**src/rtl/tscm_pkg.sv**
```systemverilog
// Shared constants and action codes of the trigger slot color mixer.
`timescale 1ns / 1ps
package tscm_pkg;

  localparam int SLOT_COUNT_DEF = 8;

  localparam int ID_W    = 8;
  localparam int COLOR_W = 24;
  localparam int LEVEL_W = 8;
  localparam int ACT_W   = 2;
  localparam int ENTRY_W = ID_W + COLOR_W;

  localparam logic [ACT_W-1:0] ACT_ADD    = 2'd0;
  localparam logic [ACT_W-1:0] ACT_REMOVE = 2'd1;
  localparam logic [ACT_W-1:0] ACT_CLEAR  = 2'd2;

  localparam logic [LEVEL_W-1:0] BYTE_MAX = 8'hFF;

endpackage

```
**src/rtl/tscm_ram.sv**
```systemverilog
// Generic single-clock RAM with one write port and one registered read port.
`timescale 1ns / 1ps
module tscm_ram #(
  parameter int WIDTH = 32,
  parameter int DEPTH = 8,
  localparam int AW = (DEPTH > 1) ? $clog2(DEPTH) : 1
) (
  input  logic             clk,
  input  logic             we,
  input  logic [AW-1:0]    wr_addr,
  input  logic [WIDTH-1:0] wr_data,
  input  logic             re,
  input  logic [AW-1:0]    rd_addr,
  output logic [WIDTH-1:0] rd_data
);

  logic [WIDTH-1:0] mem [DEPTH];

  always_ff @(posedge clk) begin
    if (we) begin
      mem[wr_addr] <= wr_data;
    end
    if (re) begin
      rd_data <= mem[rd_addr];
    end
  end

endmodule

```
**src/rtl/trigger_slot_color_mixer_unit.sv**
```systemverilog
// Top level of the trigger slot color mixer: slot table scan and color sums.
//
//   channel | direction | tdata                               | tuser
//   in_     | slave     | [7:0] source_id, [31:8] mix_color   | [1:0] action
//   out_    | master    | [7:0] red, [15:8] green, [23:16] blue | -
//
// An add or remove raises a result only when it finds its slot, a clear always. The
// next transaction is taken after the pass over all slots, whose length is set by the single
// read port of the slot RAM, one slot per cycle.
// A clear empties the valid bits at once and then runs the same pass (all zero).
// Action code three is accepted and dropped.
// Reset clears the valid bits, so every slot reads as empty; no clearing pass.
// A stalled result holds the block in its final state until taken.
`timescale 1ns / 1ps
module trigger_slot_color_mixer_unit
  import tscm_pkg::*;
#(
  parameter int SLOT_COUNT = SLOT_COUNT_DEF
) (
  input  logic        clk,
  input  logic        rst_n,
  input  logic        in_tvalid,
  output logic        in_tready,
  input  logic [31:0] in_tdata,   // [7:0] source_id, [31:8] mix_color
  input  logic [1:0]  in_tuser,   // [1:0] action
  output logic        out_tvalid,
  input  logic        out_tready,
  output logic [23:0] out_tdata   // [7:0] red_level, [15:8] green_level, [23:16] blue_level
);

  localparam int IDX_W = (SLOT_COUNT > 1) ? $clog2(SLOT_COUNT) : 1;
  localparam int CNT_W = $clog2(SLOT_COUNT + 1);

  typedef enum logic [1:0] {
    S_IDLE,
    S_SCAN,
    S_DONE
  } state_t;

  function automatic logic [LEVEL_W-1:0] sat_add(input logic [LEVEL_W-1:0] a,
                                                  input logic [LEVEL_W-1:0] b);
    logic [LEVEL_W:0] s;
    s = {1'b0, a} + {1'b0, b};
    return s[LEVEL_W] ? BYTE_MAX : s[LEVEL_W-1:0];
  endfunction

  state_t                  state_r;
  logic [ACT_W-1:0]        op_act_r;
  logic [ID_W-1:0]         op_id_r;
  logic [COLOR_W-1:0]      op_color_r;
  logic [CNT_W-1:0]        iss_cnt_r;
  logic                    chk_vld_r;
  logic [IDX_W-1:0]        chk_idx_r;
  logic                    found_r;
  logic [SLOT_COUNT-1:0]   valid_r;
  logic [LEVEL_W-1:0]      acc_red_r;
  logic [LEVEL_W-1:0]      acc_green_r;
  logic [LEVEL_W-1:0]      acc_blue_r;
  logic                    out_vld_r;
  logic [23:0]             out_data_r;

  logic                    in_fire;
  logic                    ram_re;
  logic                    ram_we;
  logic [ENTRY_W-1:0]      ram_wr_data;
  logic [ENTRY_W-1:0]      ram_rd_data;
  logic                    slot_live;
  logic [ID_W-1:0]         slot_id;
  logic [COLOR_W-1:0]      slot_color;
  logic                    hit;
  logic [ID_W-1:0]         new_id;
  logic [COLOR_W-1:0]      new_color;
  logic [ID_W-1:0]         eff_id;
  logic [COLOR_W-1:0]      eff_color;
  logic                    scan_last;
  logic                    result_due;
  logic                    out_free;

  assign in_tready  = (state_r == S_IDLE);
  assign in_fire    = in_tvalid && in_tready;
  assign out_tvalid = out_vld_r;
  assign out_tdata  = out_data_r;
  assign out_free   = !out_vld_r || out_tready;

  assign ram_re = (state_r == S_SCAN) && (iss_cnt_r < CNT_W'(SLOT_COUNT));

  assign slot_live  = valid_r[chk_idx_r];
  assign slot_id    = slot_live ? ram_rd_data[ID_W-1:0] : '0;
  assign slot_color = slot_live ? ram_rd_data[ENTRY_W-1:ID_W] : '0;

  always_comb begin
    hit       = 1'b0;
    new_id    = '0;
    new_color = '0;
    case (op_act_r)
      ACT_ADD: begin
        hit       = (slot_id == '0);
        new_id    = op_id_r;
        new_color = op_color_r;
      end
      ACT_REMOVE: begin
        hit = (slot_id == op_id_r);
      end
      default: begin
        hit = 1'b0;
      end
    endcase
    hit = hit && chk_vld_r && !found_r && (state_r == S_SCAN);
  end

  assign ram_we      = hit;
  assign ram_wr_data = {new_color, new_id};
  assign eff_id      = hit ? new_id : slot_id;
  assign eff_color   = hit ? new_color : slot_color;
  assign scan_last   = chk_vld_r && (chk_idx_r == IDX_W'(SLOT_COUNT - 1));
  assign result_due  = found_r || (op_act_r == ACT_CLEAR);

  tscm_ram #(
    .WIDTH(ENTRY_W),
    .DEPTH(SLOT_COUNT)
  ) u_slot_ram (
    .clk    (clk),
    .we     (ram_we),
    .wr_addr(chk_idx_r),
    .wr_data(ram_wr_data),
    .re     (ram_re),
    .rd_addr(iss_cnt_r[IDX_W-1:0]),
    .rd_data(ram_rd_data)
  );

  always_ff @(posedge clk) begin
    if (!rst_n) begin
      state_r   <= S_IDLE;
      valid_r   <= '0;
      out_vld_r <= 1'b0;
      chk_vld_r <= 1'b0;
      found_r   <= 1'b0;
      iss_cnt_r <= '0;
    end else begin
      if (out_vld_r && out_tready && !(state_r == S_DONE && result_due)) begin
        out_vld_r <= 1'b0;
      end
      case (state_r)
        S_IDLE: begin
          if (in_fire) begin
            op_act_r    <= in_tuser;
            op_id_r     <= in_tdata[ID_W-1:0];
            op_color_r  <= in_tdata[ID_W+COLOR_W-1:ID_W];
            iss_cnt_r   <= '0;
            chk_vld_r   <= 1'b0;
            found_r     <= 1'b0;
            acc_red_r   <= '0;
            acc_green_r <= '0;
            acc_blue_r  <= '0;
            if (in_tuser == ACT_CLEAR) begin
              valid_r <= '0;
            end
            if (in_tuser inside {ACT_ADD, ACT_REMOVE, ACT_CLEAR}) begin
              state_r <= S_SCAN;
            end
          end
        end
        S_SCAN: begin
          chk_vld_r <= ram_re;
          if (ram_re) begin
            chk_idx_r <= iss_cnt_r[IDX_W-1:0];
            iss_cnt_r <= iss_cnt_r + CNT_W'(1);
          end
          if (hit) begin
            found_r            <= 1'b1;
            valid_r[chk_idx_r] <= 1'b1;
          end
          if (chk_vld_r && eff_id != '0) begin
            acc_red_r   <= sat_add(acc_red_r, eff_color[7:0]);
            acc_green_r <= sat_add(acc_green_r, eff_color[15:8]);
            acc_blue_r  <= sat_add(acc_blue_r, eff_color[23:16]);
          end
          if (scan_last) begin
            state_r <= S_DONE;
          end
        end
        S_DONE: begin
          if (!result_due) begin
            state_r <= S_IDLE;
          end else if (out_free) begin
            out_vld_r  <= 1'b1;
            out_data_r <= {acc_blue_r, acc_green_r, acc_red_r};
            state_r    <= S_IDLE;
          end
        end
        default: begin
          state_r <= S_IDLE;
        end
      endcase
    end
  end

  a_write_in_scan: assert property (@(posedge clk) disable iff (!rst_n)
    ram_we |-> (state_r == S_SCAN) && chk_vld_r)
    else $error("slot write outside the scan");

  a_single_write: assert property (@(posedge clk) disable iff (!rst_n)
    ram_we |=> found_r && !ram_we)
    else $error("more than one slot written in a pass");

  a_result_source: assert property (@(posedge clk) disable iff (!rst_n)
    $rose(out_vld_r) |-> $past(state_r) == S_DONE && $past(result_due))
    else $error("result raised outside the final state");

  a_clear_zero: assert property (@(posedge clk) disable iff (!rst_n)
    (state_r == S_DONE && op_act_r == ACT_CLEAR) |->
      acc_red_r == '0 && acc_green_r == '0 && acc_blue_r == '0)
    else $error("clear produced nonzero levels");

endmodule
```
**config.mk**
```make
export PLATFORM = sky130hd
export DESIGN_NAME = trigger_slot_color_mixer_unit
export DESIGN_NICKNAME = d
export VERILOG_FILES = /design/src/rtl/tscm_pkg.sv /design/src/rtl/tscm_ram.sv /design/src/rtl/trigger_slot_color_mixer_unit.sv
export SDC_FILE = /design/constraint.sdc
export NUM_CORES = 1
export LEC_CHECK = 0
export BUFFER_PORTS_ARGS = -buffer_cell sky130_fd_sc_hd__buf_2
export CORE_MARGIN = 10
export CORE_UTILIZATION = 40
export CTS_CLUSTER_SIZE = 24
export DETAILED_ROUTE_END_ITERATION = 10
export GPL_TIMING_DRIVEN = 0
export PLACE_DENSITY = 0.67
export SYNTH_ARGS = -nofsm -noshare
export SYNTH_HDL_FRONTEND = slang
export SYNTH_SLANG_ARGS = --single-unit
```
**constraint.sdc**
```tcl
create_clock -name clk -period 6.1 [get_ports clk]
set_clock_uncertainty 0.1 [all_clocks]
set_input_delay 0.305 -clock clk [delete_from_list [all_inputs] [get_ports clk]]
set_output_delay 0.305 -clock clk [all_outputs]
set_load 0.05 [all_outputs]
```
# After elaboration in Yosys (flattened, before gate mapping)
# Memory sizes are Yosys's and may differ from the RTL's. A register that Yosys moved wholly into a read port is not among the register bits.
# Cells that the tools add are included.
# op_classes
add_sub_neg,4
magnitude_cmp,3
eq_ne,16
muxes,44
bitwise_logic,1
n_reduce_logical,32
# ops
operator,count
$mux 8,13
$mux 24,3
$pmux 8 s2,4
$add 8x8->9,3
$reduce_and 4->1,4
$reduce_and 3->1,4
$logic_and 1x1->1,11
$mux 1,10
$mux 2,5
$eq 8x8->1,1
$logic_not 8->1,1
$mux 4,2
$ne 2x1->1 const B,4
$or 8x8->8,1
$pmux 4 s2,1
$reduce_bool 8->1,1
$eq 2x1->1 const B,3
$eq 2x2->1 const B,3
$logic_not 2->1,3
$ne 2x2->1 const B,3
$pmux 1 s2,3
$pmux 2 s3,1
$add 4x1->4 const B,1
$lt 3x4->1 const B,1
11 further kinds,14
# word_totals
regBits,102
mem_bits_rw,256
input_bits,38
out_inout_bits,26
wordCells,115
memories,1
# memory_table
memory,depth,word_bits,rd,rd_clocked_by_memory_dff,write_ports,line_no,rtl
u_slot_ram.mem,8,32,1,1,1,tscm_ram.sv:17,logic [WIDTH-1:0] mem [DEPTH];

# Longest topological paths before layout
# logic_depth
word_depth,13
mapped_depth,17
mapped_depth_nobuf,15

# Hierarchy
# A second synthesis with hierarchy kept.
# unflattened
cells_unflattened,896
area_unflattened_um2,16138.0
# modules_own_cells
module,n_inst,cells_per_inst,area_per_inst_um2,seq_area_each_um2
tscm_ram,1,415,10786.6,8648.3
trigger_slot_color_mixer_unit,1,481,5351.4,2892.8

# Least setup slack after synthesis
# Ideal clock, no wire load.
# synth_path
path_kind,register to register
start,"reg u_slot_ram.rd_data[2], read port of u_slot_ram.mem"
end,mem u_slot_ram.mem[0][0] (enable)
setup_time_ns,0.461
t_arrival_ns,3.953
t_required_ns,5.539
path_slack_ns,1.586
stages_incl_launch_ff,8
path_buffers,1
period_less_slack_ns,4.514
cell_sequence,edfxtp_1 -> nor2b_1 -> a2111o_1 -> a2111oi_4 -> a311o_2 -> nand2_4 -> buf_6 -> nor3_1
# synth_via
elab_chain_cells,8
elab_cells_between_ends,9
classes_between,eq/ne: 1; mux: 4; reduce/logical: 4
# synth_rtl
item,line_no,rtl
start: declaration,tscm_ram.sv:14,output logic [WIDTH-1:0] rd_data
$mux 8 (*),trigger_slot_color_mixer_unit.sv:88,assign slot_id = slot_live ? ram_rd_data[ID_W-1:0] : '0;
$eq 8x8->1 / $logic_not 8->1 (equally long branches),"trigger_slot_color_mixer_unit.sv:102, trigger_slot_color_mixer_unit.sv:97",
$pmux 1 s2 (*),trigger_slot_color_mixer_unit.sv:95,case (op_act_r)
$logic_and 1x1->1 (*) (3 in a row),trigger_slot_color_mixer_unit.sv:108,hit = hit && chk_vld_r && !found_r && (state_r == S_SCAN);
$mux 1 (*),tscm_ram.sv:20,if (we) begin
$mux 1 (not written as such) (*),tscm_ram.sv:21,mem[wr_addr] <= wr_data;
end: declaration,tscm_ram.sv:17,
# Every way passes the cells marked *; elsewhere a longest branch is shown, timed or not.

# Final worst setup path
# layout_path
start,"reg u_slot_ram.rd_data[2], read port of u_slot_ram.mem"
end,"reg acc_green_r[2], data pin"
# layout_via
elab_chain_cells,11
elab_cells_between_ends,12
classes_between,add/sub: 1; eq/ne: 1; mux: 6; reduce/logical: 4
# layout_rtl
item,line_no,rtl
$mux 8 (*),trigger_slot_color_mixer_unit.sv:88,
$eq 8x8->1 / $logic_not 8->1 (equally long branches),"trigger_slot_color_mixer_unit.sv:102, trigger_slot_color_mixer_unit.sv:97",
$pmux 1 s2 (*),trigger_slot_color_mixer_unit.sv:95,
$logic_and 1x1->1 (*) (3 in a row),trigger_slot_color_mixer_unit.sv:108,
$mux 24 (*),trigger_slot_color_mixer_unit.sv:114,assign eff_color = hit ? new_color : slot_color;
$add 8x8->9 (*),trigger_slot_color_mixer_unit.sv:43,"s = {1'b0, a} + {1'b0, b};"
$mux 8 (*),trigger_slot_color_mixer_unit.sv:44,return s[LEVEL_W] ? BYTE_MAX : s[LEVEL_W-1:0];
$mux 8 (*),trigger_slot_color_mixer_unit.sv:173,if (chk_vld_r && eff_id != '0) begin
$pmux 8 s2 (*),trigger_slot_color_mixer_unit.sv:143,case (state_r)
end signal: assignment,trigger_slot_color_mixer_unit.sv:175,"acc_green_r <= sat_add(acc_green_r, eff_color[15:8]);"
end: declaration,trigger_slot_color_mixer_unit.sv:57,logic [LEVEL_W-1:0] acc_green_r;
# Every way passes the cells marked *; elsewhere a longest branch is shown, timed or not. The select of a mux whose other input is x is not followed.
# A chain may end at the register's enable or synchronous reset.

==> results.sh <==
export IMPL_finalMaxSlewViolations=0
export IMPL_critical_path_slowest_cell="sky130_fd_sc_hd__a2111o_1"
export IMPL_ir_worst_vdd_v=0.000162
export IMPL_fp_dieW_um=219
export IMPL_unique_masters_post_synth=57
export IMPL_drt_initial_drc_count=640
export IMPL_layout_fillers=3171
export IMPL_p_leak_uw=0.00621
export IMPL_syn_cell_area_mm2=0.0158
export IMPL_placement_io_buffers=63
export IMPL_number_of_global_route_vias_before_repair=8627
export IMPL_nNetsFinal=1069
export IMPL_length_of_routed_wiring_on_met1_mm=14.6
export IMPL_synthesis_instances=835
export IMPL_core_area_mm2=0.0388
export IMPL_maxClockFrequency_ghz=0.226
export IMPL_routed_via_density=5.28
export IMPL_final_antenna_net_count=0
export IMPL_final_setup_tns_ps=0
export IMPL_route_top_layer_used="met4"
export IMPL_grt_setup_unrepaired="no"
export IMPL_route_final_wire_length_mm=34.5
export IMPL_wl_per_cell_um=22.2
export IMPL_worstMarginPinSlew_ps=1100
export IMPL_synth_top_cell_area_share=0.710
export IMPL_floorplan_rows=72
export IMPL_top_level_ports=64
export IMPL_final_layout_size_suffix_gt1_frac=0.283
export IMPL_cellPowerDensity_mw_per_mm2=299
export IMPL_worst_r2r_setup_slack_ps=1670
export IMPL_wl_met2_mm=17.3
export IMPL_cts_htree_levels=2
export IMPL_crit_chain="nor2b_1 -> a2111o_1 -> a2111oi_4 -> a311o_2 -> o21ai_2 -> clkbuf_8 -> a22o_2 -> ha_1 -> inv_1 -> fa_1 -> nor2b_1 -> o21ai_0 -> a21oi_1 -> o31ai_1 -> o2bb2ai_1 -> a21oi_1"
export IMPL_insertion_delay_ps=530
export IMPL_crit_required_ps=6230
export IMPL_status="complete, no violations"
export IMPL_grt_max_degree=27
export IMPL_synthTopCellsByArea="sky130_fd_sc_hd__edfxtp_1, sky130_fd_sc_hd__mux4_2, sky130_fd_sc_hd__mux2_2"
export IMPL_dr_total_vias=8198
export IMPL_dieArea_mm2=0.0478
export IMPL_fin_util=0.484
export IMPL_flow_area_growth_from_synthesis_pct=19.2
export IMPL_placement_cell_area_mm2=0.0171
export IMPL_setup_viol_count_final=0
export IMPL_tritoncts_clock_tree="yes"
export IMPL_path_clk_slew_ps=60
export IMPL_min_path_type="in2reg"
export IMPL_max_cap_viols=0
export IMPL_initial_antenna_violation_count=1
export IMPL_critPathMaxStageDelay_ps=430
export IMPL_synth_top_cells_by_count="sky130_fd_sc_hd__edfxtp_1, sky130_fd_sc_hd__mux4_2, sky130_fd_sc_hd__and2_1, sky130_fd_sc_hd__a21oi_1, sky130_fd_sc_hd__mux2_2"
export IMPL_finished_cell_area_mm2=0.0188
export IMPL_drt_pre_antenna_iters=5
export IMPL_timing_critical_path_to_type="flip-flop"
export IMPL_syn_num_nets=901
export IMPL_tritoncts_num_buffers=41
export IMPL_yosys_register_bits=390
export IMPL_synth_avg_cell_area_um2=18.9
export IMPL_hold_slack_ps=20.6
export IMPL_numClockSinks=390
export IMPL_synth_edff_count=373
export IMPL_grt_pass1_wl_mm=52.0
export IMPL_grt_overflow_total=0
export IMPL_cp_start_kind="flip-flop"
export IMPL_routabilityCongestion=0.812
export IMPL_start_util=0.406
export IMPL_finalHoldViolCount=0
export IMPL_synth_sequential_area_ratio=0.732
export IMPL_async_reset_ff_frac=0
export IMPL_wl_met3_mm=1.98
export IMPL_die_height_um=219
export IMPL_synth_most_common_cell="sky130_fd_sc_hd__edfxtp_1"
export IMPL_timing_critical_path_arrival_ps=4550
export IMPL_layout_worst_path_cycle_share=0.726
export IMPL_antenna_cells_inserted=0
export IMPL_crit_path_max_fanout=10
export IMPL_overall_fraction_of_global_route_tracks_in_use=0.143
export IMPL_yosysWarnings=0
export IMPL_drcViolationCount=0
export IMPL_synth_top_area_cell="sky130_fd_sc_hd__edfxtp_1"
export IMPL_relSlewSlack=0.263
export IMPL_postCtsResizedCells=0
export IMPL_layout_min_cycle_time_ps=4430
export IMPL_place_detailed_hpwl_mm=22.7
export IMPL_clock_path_buffers=3
export IMPL_cts_root_buffer="sky130_fd_sc_hd__clkbuf_16"
export IMPL_crit_type="reg2reg"
export IMPL_dominantRegCellSynth="sky130_fd_sc_hd__edfxtp_1"
## final timing paths
path,from,end,cells after the start
setup / recovery,u_slot_ram.rd_data[2]$_DFFE_PP_,acc_green_r[2]$_SDFFCE_PN0P_,16
hold / removal,rst_n,found_r$_SDFFE_PN0P_,3
setup reg to reg,u_slot_ram.rd_data[2]$_DFFE_PP_,acc_green_r[2]$_SDFFCE_PN0P_,16
hold reg to reg,iss_cnt_r[2]$_SDFFE_PN0P_,chk_idx_r[2]$_DFFE_PP_,0
## final cells by class
cell class | instances | area (um2) | area share
buffer | 37 | 213 | 0.0113
clock buffer | 49 | 1100 | 0.0585
clock inverter | 27 | 203 | 0.0108
inverter | 18 | 67.6 | 0.00360
multi-input combinational | 390 | 4020 | 0.214
sequential | 390 | 11500 | 0.614
tap | 518 | 648 | 0.0345
timing repair buffer | 125 | 1000 | 0.0535
## cell families (layout without fill, tap and decap cells)
group | Yosys count | after routing | synth area share
buffers and inverters | 55 | 256 | 0.0178
flip-flops | 390 | 390 | 0.732
XOR/XNOR | 16 | 16 | 0.00889
AND/OR/NAND/NOR | 137 | 137 | 0.0471
AO/OA/AOI/OAI | 110 | 110 | 0.0522
multiplexers | 99 | 99 | 0.119
adder cells (fa/ha/maj) | 28 | 28 | 0.0236
## critical path, delay by kind of cell, from the launching register on
kind                       cells  cell delay [ps]
AOI/OAI and AO/OA             10             2660
adders and majority gates      2              420
DFF                            1              410
buffers and inverters          2              330
and+or+nand+nor                2              210
## metrics by stage
step                      setup slack [ps]  cells  power [uW]
after detailed placement              1670   1444        3270
final                                 1670   1554        5630
after global placement               -1270   1416        3260
after floorplan                       1590    835        3180
after global routing                  1390   1554        5800
after CTS                             1650   1554        5680
## flip-flops by register name, summed over array words and instances (netlist names)
| register | cells |
|---|---|
| acc_blue_r | 8 |
| acc_green_r | 8 |
| acc_red_r | 8 |
| chk_idx_r | 3 |
| chk_vld_r | 1 |
| found_r | 1 |
| iss_cnt_r | 4 |
| op_act_r | 2 |
| op_color_r | 24 |
| op_id_r | 8 |
| out_tdata | 24 |
| out_tvalid | 1 |
| state_r | 2 |
| u_slot_ram.mem | 256 |
| u_slot_ram.rd_data | 32 |
| valid_r | 8 |
## power breakdown
part	total [uW]	internal [uW]	switching, uW	leakage (uW)
clock network	2400	1410	986	0.000636
logic	248	109	139	0.00202
registers	2980	2960	19.9	0.00355
total	5630	4480	1150	0.00621
## repair_timing
| action | in CTS | in global routing |
|---|---|---|
| setup buffers | 0 | 0 |
| hold buffers | 34 | 0 |
| hold endpoints to repair | 34 | 0 |
## layout by cell type, fill, tap and decap left out, types with 17 or more instances in the layout
cell type and instances:
sky130_fd_sc_hd__edfxtp_1 373, sky130_fd_sc_hd__mux2_2 32, sky130_fd_sc_hd__inv_1 18, sky130_fd_sc_hd__dlygate4sd3_1 34, sky130_fd_sc_hd__ha_1 25, sky130_fd_sc_hd__nand2_1 27
sky130_fd_sc_hd__a21oi_1 38, sky130_fd_sc_hd__buf_6 21, sky130_fd_sc_hd__mux4_2 66, sky130_fd_sc_hd__buf_2 67, sky130_fd_sc_hd__clkbuf_1 29, sky130_fd_sc_hd__clkbuf_16 43
sky130_fd_sc_hd__a22o_2 17, sky130_fd_sc_hd__and2_1 39, sky130_fd_sc_hd__dfxtp_1 17
## per-layer routing
metal  global-route usage  up-vias
met5                    0        -
met4               0.0380        0
met3               0.0272       48
met2                0.243      261
met1                0.185     4172
li1                     -     3717
(Power assumes the default switching activity.)
